--- src/sv/sapq_pkg.sv ---
// ----------------------------------------------------------------------------
// sapq_pkg
// Shared types and codes for the sorted-array priority queue.
// ----------------------------------------------------------------------------
package sapq_pkg;

   // request action codes
   typedef enum logic [1:0] {
      ACT_INSERT  = 2'd0,
      ACT_EXTRACT = 2'd1,
      ACT_MODIFY  = 2'd2,
      ACT_PEEK    = 2'd3
   } action_type;

   // response status codes
   typedef enum logic [1:0] {
      ST_OK      = 2'd0,
      ST_FULL    = 2'd1,
      ST_EMPTY   = 2'd2,
      ST_MISSING = 2'd3
   } status_type;

   localparam int unsigned DATA_W  = 32;
   localparam int unsigned COUNT_W = 5;

   // one stored (element, key) pair
   typedef struct packed {
      logic signed [DATA_W-1:0] element;
      logic signed [DATA_W-1:0] key;
   } pair_type;

   // result of the shared compare unit
   typedef struct packed {
      logic key_lt;
      logic elem_eq;
   } cmp_type;

endpackage

--- src/sv/sapq_req_if.sv ---
// ----------------------------------------------------------------------------
// sapq_req_if
// Request channel: valid/ready handshake with action, element and key.
// ----------------------------------------------------------------------------
interface sapq_req_if;
   logic                valid;
   logic                ready;
   logic [1:0]          action;
   logic signed [31:0]  element;
   logic signed [31:0]  key;

   modport source (output valid, action, element, key, input ready);
   modport sink   (input valid, action, element, key, output ready);
endinterface

--- src/sv/sapq_rsp_if.sv ---
// ----------------------------------------------------------------------------
// sapq_rsp_if
// Response channel: valid/ready handshake with status and queue summary.
// ----------------------------------------------------------------------------
interface sapq_rsp_if;
   logic                valid;
   logic                ready;
   logic [1:0]          status;
   logic signed [31:0]  element_out;
   logic [4:0]          count;
   logic signed [31:0]  highest_key;
   logic signed [31:0]  lowest_key;

   modport source (output valid, status, element_out, count, highest_key, lowest_key,
                   input ready);
   modport sink   (input valid, status, element_out, count, highest_key, lowest_key,
                   output ready);
endinterface

--- src/sv/sapq_store.sv ---
// ----------------------------------------------------------------------------
// sapq_store
// Pair storage: one write port, one read port with registered read data.
// ----------------------------------------------------------------------------
module sapq_store #(
   parameter int unsigned DEPTH = 16,
   parameter int unsigned AW    = 4
) (
   input  logic               clock,
   input  logic               wr_en,
   input  logic [AW-1:0]      wr_addr,
   input  sapq_pkg::pair_type wr_data,
   input  logic [AW-1:0]      rd_addr,
   output sapq_pkg::pair_type rd_data
);
   import sapq_pkg::*;

   pair_type mem [DEPTH];
   pair_type rd_data_ff;

   // write port
   always_ff @(posedge clock) begin
      if (wr_en) begin
         mem[wr_addr] <= wr_data;
      end
   end

   // registered read port
   always_ff @(posedge clock) begin
      rd_data_ff <= mem[rd_addr];
   end

   assign rd_data = rd_data_ff;
endmodule

--- src/sv/sapq_cmp.sv ---
// ----------------------------------------------------------------------------
// sapq_cmp
// Shared compare unit: signed key order and element match against the request.
// ----------------------------------------------------------------------------
module sapq_cmp (
   input  sapq_pkg::pair_type          stored,
   input  logic signed [31:0]          req_key,
   input  logic signed [31:0]          req_element,
   output sapq_pkg::cmp_type           result
);
   import sapq_pkg::*;

   // stored key strictly below the request key, and element match
   always_comb begin
      result.key_lt  = (stored.key < req_key);
      result.elem_eq = (stored.element == req_element);
   end
endmodule

--- src/sv/sorted_array_priority_queue.sv ---
// ----------------------------------------------------------------------------
// sorted_array_priority_queue
// Priority queue of (element, key) pairs kept sorted by key, highest first,
// in a memory with one read and one write port, walked one slot at a time
// by a small sequencer.
// ----------------------------------------------------------------------------
// channel  | dir | handshake     | payload
// req_ch   | in  | valid / ready | action, element, key
// rsp_ch   | out | valid / ready | status, element_out, count, highest_key,
//          |     |               | lowest_key
//
// Each slot visited takes a registered read, then a compare and move.
// Reset clears the count, sequencer and response valid; storage is not cleared.
// A request is taken while a response waits; the next result holds until then.
// ----------------------------------------------------------------------------
module sorted_array_priority_queue #(
   parameter int unsigned CAPACITY = 16
) (
   input  logic       clock,
   input  logic       reset,
   sapq_req_if.sink   req_ch,
   sapq_rsp_if.source rsp_ch
);
   import sapq_pkg::*;

   localparam int unsigned AW = (CAPACITY > 1) ? $clog2(CAPACITY) : 1;
   localparam int unsigned CW = $clog2(CAPACITY + 1);
   localparam int unsigned PW = (CW > COUNT_W) ? CW : COUNT_W;
   localparam logic [CW-1:0] CAP_C = CW'(CAPACITY);
   localparam logic [CW-1:0] ONE_C = CW'(1);

   typedef enum logic [3:0] {
      S_IDLE, S_INS_RD, S_INS_CMP, S_EXT_HEAD, S_EXT_RD, S_EXT_MOVE,
      S_MOD_RD, S_MOD_CHK, S_UP_RD, S_UP_CMP, S_DN_RD, S_DN_CMP,
      S_FIN_HEAD, S_FIN_LOW, S_DONE
   } state_type;

   state_type        state_ff, state_in;
   logic [CW-1:0]    count_ff, count_in;
   logic [CW-1:0]    idx_ff, idx_in;
   logic             moved_ff, moved_in;
   logic             extracted_ff, extracted_in;
   status_type       status_ff, status_in;
   logic signed [31:0] op_elem_ff, op_elem_in;
   logic signed [31:0] op_key_ff, op_key_in;
   logic signed [31:0] ext_elem_ff, ext_elem_in;
   pair_type         head_ff, head_in;

   logic             rsp_valid_ff, rsp_valid_in;
   status_type       rsp_status_ff, rsp_status_in;
   logic signed [31:0] rsp_elem_ff, rsp_elem_in;
   logic [COUNT_W-1:0] rsp_count_ff, rsp_count_in;
   logic signed [31:0] rsp_high_ff, rsp_high_in;
   logic signed [31:0] rsp_low_ff, rsp_low_in;

   logic             wr_en;
   logic [AW-1:0]    wr_addr;
   pair_type         wr_data;
   logic [AW-1:0]    rd_addr;
   pair_type         rd_data;
   cmp_type          cmp;

   pair_type         new_pair;
   logic [CW-1:0]    idx_dec;
   logic [CW-1:0]    idx_inc;
   logic [CW-1:0]    count_dec;
   logic [PW-1:0]    count_pad;
   logic             req_fire;

   sapq_store #(.DEPTH(CAPACITY), .AW(AW)) u_store (
      .clock  (clock),
      .wr_en  (wr_en),
      .wr_addr(wr_addr),
      .wr_data(wr_data),
      .rd_addr(rd_addr),
      .rd_data(rd_data)
   );

   sapq_cmp u_cmp (
      .stored     (rd_data),
      .req_key    (op_key_ff),
      .req_element(op_elem_ff),
      .result     (cmp)
   );

   assign req_fire         = req_ch.valid && req_ch.ready;
   assign req_ch.ready     = (state_ff == S_IDLE);
   assign new_pair.element = op_elem_ff;
   assign new_pair.key     = op_key_ff;
   assign idx_dec          = idx_ff - ONE_C;
   assign idx_inc          = idx_ff + ONE_C;
   assign count_dec        = count_ff - ONE_C;
   assign count_pad        = PW'(count_ff);

   // sequencer next-state and memory control
   always_comb begin
      state_in      = state_ff;
      count_in      = count_ff;
      idx_in        = idx_ff;
      moved_in      = moved_ff;
      extracted_in  = extracted_ff;
      status_in     = status_ff;
      op_elem_in    = op_elem_ff;
      op_key_in     = op_key_ff;
      ext_elem_in   = ext_elem_ff;
      head_in       = head_ff;
      rsp_valid_in  = rsp_valid_ff && !rsp_ch.ready;
      rsp_status_in = rsp_status_ff;
      rsp_elem_in   = rsp_elem_ff;
      rsp_count_in  = rsp_count_ff;
      rsp_high_in   = rsp_high_ff;
      rsp_low_in    = rsp_low_ff;
      wr_en         = 1'b0;
      wr_addr       = idx_ff[AW-1:0];
      wr_data       = new_pair;
      rd_addr       = '0;

      unique case (state_ff)
         S_IDLE: begin
            if (req_fire) begin
               op_elem_in   = req_ch.element;
               op_key_in    = req_ch.key;
               status_in    = ST_OK;
               extracted_in = 1'b0;
               moved_in     = 1'b0;
               idx_in       = '0;
               unique case (action_type'(req_ch.action))
                  ACT_INSERT: begin
                     if (count_ff == CAP_C) begin
                        status_in = ST_FULL;
                        state_in  = S_FIN_HEAD;
                     end else begin
                        idx_in   = count_ff;
                        state_in = S_INS_RD;
                     end
                  end
                  ACT_EXTRACT: begin
                     if (count_ff == '0) begin
                        status_in = ST_EMPTY;
                        state_in  = S_FIN_HEAD;
                     end else begin
                        state_in = S_EXT_HEAD;
                     end
                  end
                  ACT_MODIFY: begin
                     state_in = S_MOD_RD;
                  end
                  ACT_PEEK: begin
                     state_in = S_FIN_HEAD;
                  end
                  default: begin
                     state_in = S_FIN_HEAD;
                  end
               endcase
            end
            // slot 0 is read early for an extract
            rd_addr = '0;
         end

         // insert: walk the hole up past strictly smaller keys
         S_INS_RD: begin
            if (idx_ff == '0) begin
               wr_en    = 1'b1;
               count_in = count_ff + ONE_C;
               state_in = S_FIN_HEAD;
            end else begin
               rd_addr  = idx_dec[AW-1:0];
               state_in = S_INS_CMP;
            end
         end
         S_INS_CMP: begin
            wr_en = 1'b1;
            if (cmp.key_lt) begin
               wr_data  = rd_data;
               idx_in   = idx_dec;
               state_in = S_INS_RD;
            end else begin
               count_in = count_ff + ONE_C;
               state_in = S_FIN_HEAD;
            end
         end

         // extract: take slot 0, then shift the rest down by one
         S_EXT_HEAD: begin
            ext_elem_in  = rd_data.element;
            extracted_in = 1'b1;
            state_in     = S_EXT_RD;
         end
         S_EXT_RD: begin
            if (idx_inc >= count_ff) begin
               count_in = count_dec;
               state_in = S_FIN_HEAD;
            end else begin
               rd_addr  = idx_inc[AW-1:0];
               state_in = S_EXT_MOVE;
            end
         end
         S_EXT_MOVE: begin
            wr_en    = 1'b1;
            wr_data  = rd_data;
            idx_in   = idx_inc;
            state_in = S_EXT_RD;
         end

         // modify: search from slot 0 for the first matching element
         S_MOD_RD: begin
            if (idx_ff == count_ff) begin
               status_in = ST_MISSING;
               state_in  = S_FIN_HEAD;
            end else begin
               rd_addr  = idx_ff[AW-1:0];
               state_in = S_MOD_CHK;
            end
         end
         S_MOD_CHK: begin
            if (cmp.elem_eq) begin
               state_in = S_UP_RD;
            end else begin
               idx_in   = idx_inc;
               state_in = S_MOD_RD;
            end
         end

         // modify: move up past strictly smaller keys
         S_UP_RD: begin
            if (idx_ff == '0) begin
               if (moved_ff) begin
                  wr_en    = 1'b1;
                  state_in = S_FIN_HEAD;
               end else begin
                  state_in = S_DN_RD;
               end
            end else begin
               rd_addr  = idx_dec[AW-1:0];
               state_in = S_UP_CMP;
            end
         end
         S_UP_CMP: begin
            if (cmp.key_lt) begin
               wr_en    = 1'b1;
               wr_data  = rd_data;
               idx_in   = idx_dec;
               moved_in = 1'b1;
               state_in = S_UP_RD;
            end else if (moved_ff) begin
               wr_en    = 1'b1;
               state_in = S_FIN_HEAD;
            end else begin
               state_in = S_DN_RD;
            end
         end

         // modify: move down past greater-or-equal keys
         S_DN_RD: begin
            if (idx_inc >= count_ff) begin
               wr_en    = 1'b1;
               state_in = S_FIN_HEAD;
            end else begin
               rd_addr  = idx_inc[AW-1:0];
               state_in = S_DN_CMP;
            end
         end
         S_DN_CMP: begin
            wr_en = 1'b1;
            if (!cmp.key_lt) begin
               wr_data  = rd_data;
               idx_in   = idx_inc;
               state_in = S_DN_RD;
            end else begin
               state_in = S_FIN_HEAD;
            end
         end

         // summary: read head and tail of the queue
         S_FIN_HEAD: begin
            rd_addr  = '0;
            state_in = S_FIN_LOW;
         end
         S_FIN_LOW: begin
            head_in  = rd_data;
            rd_addr  = count_dec[AW-1:0];
            state_in = S_DONE;
         end
         // tail pair stays on the read port while its address is held
         S_DONE: begin
            rd_addr = count_dec[AW-1:0];
            if (!rsp_valid_ff || rsp_ch.ready) begin
               rsp_valid_in  = 1'b1;
               rsp_status_in = status_ff;
               rsp_count_in  = count_pad[COUNT_W-1:0];
               if (count_ff == '0) begin
                  rsp_high_in = '0;
                  rsp_low_in  = '0;
               end else begin
                  rsp_high_in = head_ff.key;
                  rsp_low_in  = rd_data.key;
               end
               if (extracted_ff) begin
                  rsp_elem_in = ext_elem_ff;
               end else if (count_ff == '0) begin
                  rsp_elem_in = '0;
               end else begin
                  rsp_elem_in = head_ff.element;
               end
               state_in = S_IDLE;
            end
         end
         default: begin
            state_in = S_IDLE;
         end
      endcase
   end

   // state and registered outputs
   always_ff @(posedge clock) begin
      if (reset) begin
         state_ff     <= S_IDLE;
         count_ff     <= '0;
         rsp_valid_ff <= 1'b0;
      end else begin
         state_ff     <= state_in;
         count_ff     <= count_in;
         rsp_valid_ff <= rsp_valid_in;
      end
      idx_ff        <= idx_in;
      moved_ff      <= moved_in;
      extracted_ff  <= extracted_in;
      status_ff     <= status_in;
      op_elem_ff    <= op_elem_in;
      op_key_ff     <= op_key_in;
      ext_elem_ff   <= ext_elem_in;
      head_ff       <= head_in;
      rsp_status_ff <= rsp_status_in;
      rsp_elem_ff   <= rsp_elem_in;
      rsp_count_ff  <= rsp_count_in;
      rsp_high_ff   <= rsp_high_in;
      rsp_low_ff    <= rsp_low_in;
   end

   assign rsp_ch.valid       = rsp_valid_ff;
   assign rsp_ch.status      = rsp_status_ff;
   assign rsp_ch.element_out = rsp_elem_ff;
   assign rsp_ch.count       = rsp_count_ff;
   assign rsp_ch.highest_key = rsp_high_ff;
   assign rsp_ch.lowest_key  = rsp_low_ff;
endmodule

--- src/flat_wrapper.sv ---
// flat-port wrapper written by rule: the top's interface ports become plain ports
module sorted_array_priority_queue_flat import sapq_pkg::*;
#(
   parameter int unsigned CAPACITY = 16
)
  (clock, reset, req_ch_valid, req_ch_action, req_ch_element, req_ch_key, req_ch_ready, rsp_ch_valid, rsp_ch_status, rsp_ch_element_out, rsp_ch_count, rsp_ch_highest_key, rsp_ch_lowest_key, rsp_ch_ready);
  sapq_req_if req_ch_i ();
  sapq_rsp_if rsp_ch_i ();
  input  logic clock;
  input  logic reset;
  input wire logic [$bits(req_ch_i.valid)-1:0] req_ch_valid;
  input wire logic [$bits(req_ch_i.action)-1:0] req_ch_action;
  input wire logic [$bits(req_ch_i.element)-1:0] req_ch_element;
  input wire logic [$bits(req_ch_i.key)-1:0] req_ch_key;
  output wire logic [$bits(req_ch_i.ready)-1:0] req_ch_ready;
  output wire logic [$bits(rsp_ch_i.valid)-1:0] rsp_ch_valid;
  output wire logic [$bits(rsp_ch_i.status)-1:0] rsp_ch_status;
  output wire logic [$bits(rsp_ch_i.element_out)-1:0] rsp_ch_element_out;
  output wire logic [$bits(rsp_ch_i.count)-1:0] rsp_ch_count;
  output wire logic [$bits(rsp_ch_i.highest_key)-1:0] rsp_ch_highest_key;
  output wire logic [$bits(rsp_ch_i.lowest_key)-1:0] rsp_ch_lowest_key;
  input wire logic [$bits(rsp_ch_i.ready)-1:0] rsp_ch_ready;
  assign req_ch_i.valid = req_ch_valid;
  assign req_ch_i.action = req_ch_action;
  assign req_ch_i.element = req_ch_element;
  assign req_ch_i.key = req_ch_key;
  assign req_ch_ready = req_ch_i.ready;
  assign rsp_ch_valid = rsp_ch_i.valid;
  assign rsp_ch_status = rsp_ch_i.status;
  assign rsp_ch_element_out = rsp_ch_i.element_out;
  assign rsp_ch_count = rsp_ch_i.count;
  assign rsp_ch_highest_key = rsp_ch_i.highest_key;
  assign rsp_ch_lowest_key = rsp_ch_i.lowest_key;
  assign rsp_ch_i.ready = rsp_ch_ready;
  sorted_array_priority_queue #(.CAPACITY(CAPACITY)) u_core (.clock(clock), .reset(reset), .req_ch(req_ch_i), .rsp_ch(rsp_ch_i));
endmodule
--- config.mk ---
export PLATFORM = sky130hd
export DESIGN_NAME = sorted_array_priority_queue_flat
export DESIGN_NICKNAME = d
export VERILOG_FILES = /design/src/sv/sapq_pkg.sv /design/src/sv/sapq_req_if.sv /design/src/sv/sapq_rsp_if.sv /design/src/sv/sapq_store.sv /design/src/sv/sapq_cmp.sv /design/src/sv/sorted_array_priority_queue.sv /design/src/flat_wrapper.sv
export SDC_FILE = /design/constraint.sdc
export NUM_CORES = 2
export LEC_CHECK = 0
export BUFFER_PORTS_ARGS = -buffer_cell sky130_fd_sc_hd__buf_2
export CORE_MARGIN = 2
export CORE_UTILIZATION = 44
export CTS_CLUSTER_SIZE = 24
export DETAILED_ROUTE_END_ITERATION = 8
export GPL_TIMING_DRIVEN = 0
export PLACE_DENSITY_LB_ADDON = 0.2
export SYNTH_ARGS = -nofsm -noshare
export SYNTH_HDL_FRONTEND = slang
export SYNTH_SLANG_ARGS = --single-unit
--- constraint.sdc ---
create_clock -name clock -period 21.6 [get_ports clock]
set_input_delay 1.08 -clock clock [delete_from_list [all_inputs] [get_ports clock]]
set_output_delay 1.08 -clock clock [all_outputs]
set_load 0.02 [all_outputs]
==> summary.md <==
| Metric | Value |
|---|---|
| Status | `finished clean` |
| Yosys warning total | `0` |
| Slowest cell on crit path | `nor4_1` |
| Placed cell areas | `58600 um^2` |
| Max-cap violations | `0` |
| Slowest stage delay, CP | `1.01 ns` |
| Port bufs | `174` |
| Final hold vios | `0` |
| # Post-CTS Setup Buffers | `0` |
| FFs w/ async S/R, synth | `0%` |
| Setup TNS | `0 ns` |
| Setup violators final | `0` |
| Final net count | `4111` |
| Vias in the first global route | `31200` |
| Die area | `127000 um^2` |
| Mux contribution to synthesized area | `3.85%` |
| CP Class | `flip-flop to flip-flop` |
| Ys flop type | `edfxtp_1` |
| Largest net degree at the start of global routing | `54` |
| Worst-path clk slew | `0.06 ns` |
| Drt drc | `0` |
| Core Region | `123000 um^2` |
| FMAX | `0.179 GHz` |
| Largest family of logic cells by synthesized area | `compound AO/OA/AOI/OAI gates` |
| Root Buffer | `clkbuf_16` |
| Overall Global Routing Usage | `23.3%` |
| Io pins | `175` |
| Clock tree from TritonCTS | `done` |
| Starting Density | `44.2%` |
| Simple-Gate Fraction of Synth Area | `8.24%` |
| Crit end category | `flip-flop` |
| Unrepaired setup endpoints after global routing | `false` |
| Leakage | `21.7 nW` |
| DR iter-0 viols | `3618` |
| Post-detailed-route count of antenna-violating nets | `0` |
| CTS Hold Buffers Added | `0` |
| Final instance area | `63200 um^2` |
| Avg Cell Area, Syn | `15.1 um^2` |
| Power per Cell Area | `170 nW/um^2` |
| Detailed-route via count | `32200` |
| CP arrival | `6.01 ns` |
| Post-CTS sizing | `0` |
| Crit-path cells | `inv_1, ha_1, and4_1, nand2_1, nor4_1, o31ai_1, a21oi_1, nor2_1, a211oi_4, buf_8, buf_4, mux2_1` |
| Die H | `356 um` |
| Drt wl/cell | `25.7 um` |
| Cell variety after synth | `71` |
| Req. time, crit path | `22.02 ns` |
| Worst hold slack | `0.423 ns` |
| WHS Path Cells | `0` |
| Die X | `356 um` |
| Tcrit/Tclk final | `25.9%` |
| GPL Wtd Cong | `0.881` |
| Pins over their slew limit | `0` |
| Register area share after synthesis | `74.2%` |
| Hold Path Class | `flip-flop to flip-flop` |
| Fin Clk Skew | `0.0365 ns` |
| Adder-cell share of the synthesized area | `0.988%` |
| DPL Wire Length | `102 mm` |
| TritonCTS buffer count | `144` |
| Clk_lat worst skew | `0.79 ns` |
| Number of flops mapped to enable cells by yosys | `1296` |
| Startpoint Class | `flip-flop` |
| Rows | `129` |
| Post-route minimum period | `5.59 ns` |
| Finished Core Util | `51.2%` |
| Area growth from synthesis to final layout | `16.0%` |
| H-Tree Depth | `4` |
| WL final | `148 mm` |
| Xor-xnor portion of the synthesized cell area | `0.788%` |
| CTS max path bufs | `3` |
| Yosys reg bits | `1370` |
| Gr ovfl total | `0` |
| Vias/cell | `5.59` |
| FF-to-FF setup slack | `16.01 ns` |
| Layout cells sized above 1 | `17.8%` |
| Length in cells of the worst reg-to-reg path | `12` |
| Diodes inserted | `0` |
| DRT Pass-1 Iters | `5` |
| First-pass GRT wire length | `214 mm` |
| Synthesized area | `54400 um^2` |
| Syn Nets | `3724` |
| Worst-path fanout max | `16` |
| Initial antenna violation count | `5` |
| Peak VDD IR | `0.114 mV` |
| Post-Synthesis Cells | `3611` |
| CTS sink count | `1370` |
| Worst slew pin tran | `1.17 ns` |
| Relative slew slack | `21.2%` |
| Compound-Gate Fraction of Synth Area | `9.53%` |
## cell usage after synthesis (4+ instances only)
cell type,n,share of area (%)
nor2_1,49,0.34
nand2_1,685,4.7
nor4_1,10,0.11
o21ai_0,51,0.47
buf_6,12,0.25
dfxtp_1,74,2.7
mux2_2,62,1.3
xor2_1,37,0.60
a21oi_1,216,2.0
nand4_1,10,0.11
mux2i_1,134,2.5
o211ai_1,6,0.083
nand3_1,22,0.20
a221oi_1,5,0.080
nor2b_1,7,0.080
o21a_1,4,0.055
nand2b_1,7,0.080
xnor2_1,12,0.19
o21bai_1,5,0.069
and2_1,66,0.76
and3_1,68,0.78
a221oi_2,60,1.7
inv_1,46,0.32
edfxtp_1,1296,71
a22oi_1,4,0.055
mux2_1,5,0.10
buf_4,21,0.29
a31oi_1,8,0.092
a211o_1,64,1.0
buf_1,13,0.090
nor3_1,78,0.72
ha_1,43,0.99
or3_1,4,0.046
a32o_1,126,2.3
buf_2,92,0.85
clkbuf_1,88,0.61
a211oi_1,71,0.98
## worst paths after layout
check / endpoint / from
worst max register to register: u_core.u_store.mem[10][3]$_DFFE_PP_ / u_core.op_key_ff[12]$_DFFE_PP_
worst min-delay path: u_core.rsp_ch.status[0]$_DFFE_PP_ / u_core.status_ff[0]$_SDFFCE_PP1P_
worst min register to register: u_core.rsp_ch.status[0]$_DFFE_PP_ / u_core.status_ff[0]$_SDFFCE_PP1P_
worst max-delay path: u_core.u_store.mem[10][3]$_DFFE_PP_ / u_core.op_key_ff[12]$_DFFE_PP_
## placed cells by master, fill, tap and decap left out, types with 12 or more instances in the layout
cell type  count
a211o_1       64
a211oi_1      71
a21oi_1      216
a221oi_2      60
a32o_1       126
and2_1        66
and3_1        68
buf_1         13
buf_12        31
buf_2        266
buf_4         25
buf_6         37
clkbuf_1     114
clkbuf_16    147
clkbuf_8      12
clkinv_1      31
clkinv_2      24
dfxtp_1       74
edfxtp_1    1296
ha_1          43
inv_1         45
mux2_2        62
mux2i_1      134
nand2_1      685
nand3_1       22
nor2_1        35
nor2_4        15
nor3_1        74
o21ai_0       51
xnor2_1       12
xor2_1        37
## kinds of logic after synthesis
kind of cell	count (synthesis)
flip-flops	1370
AND/OR/NAND/NOR	1019
AO/OA/AOI/OAI	657
buffers and inverters	272
multiplexers	201
XOR/XNOR	49
adder cells (fa/ha/maj)	43
## final cells by class
cell class | count | area (um^2)
fillers | 10300 | 60200
flip-flops and latches | 1370 | 40400
multi-input cells | 1969 | 12900
clock buffers | 187 | 3950
well taps | 1637 | 2050
repair buffers | 241 | 1960
plain buffers | 226 | 1130
clock inverters | 78 | 612
inverters | 46 | 175
## registers in the layout (all words and copies together) (netlist names), 32 cells and up
name,flops
u_core.u_store.rd_data,64
u_core.rsp_ch.element_out,32
u_core.rsp_ch.highest_key,32
u_core.head_ff,64
u_core.op_key_ff,32
u_core.op_elem_ff,32
u_core.ext_elem_ff,32
u_core.rsp_ch.lowest_key,32
u_core.u_store.mem,1024
## per-stage QoR
| step | total power [mW] | worst slack (ns) | cells |
|---|---|---|---|
| 2_1_floorplan | 6.54 | 14.23 | 3611 |
| 3_3_place_gp | 8.27 | 8.03 | 5422 |
| 3_5_place_dp | 8.34 | 16.06 | 5489 |
| 4_1_cts | 10.7 | 16.03 | 5754 |
| 5_1_grt | 11.2 | 15.87 | 5754 |
| 6_report | 10.7 | 16.01 | 5754 |
## report_power, final
part	total [mW]	internal (mW)	leakage (nW)	switching, mW
clock network	2.39	1.37	2.23	1.03
registers	3.63	3.48	12.3	0.158
logic	4.68	1.48	7.12	3.19
## critical path: cells and delay by family, from the launching register on
family | cells | cell delay (ns)
buf+inv | 3 | 0.54
fa+ha+maj | 1 | 0.27
compound gates | 3 | 1.69
mux | 1 | 0.59
flops | 1 | 0.44
simple gates | 4 | 1.67
## per-layer routing
| layer | wire, um | track usage (%) | up-vias |
|---|---|---|---|
| li1 | - | - | 14600 |
| met1 | 64700 | 33.3 | 16100 |
| met2 | 68200 | 36.5 | 1286 |
| met3 | 11200 | 4.40 | 210 |
| met4 | 3760 | 6.99 | 2 |
| met5 | 13 | 0 | - |
(Power assumes the default switching activity.)
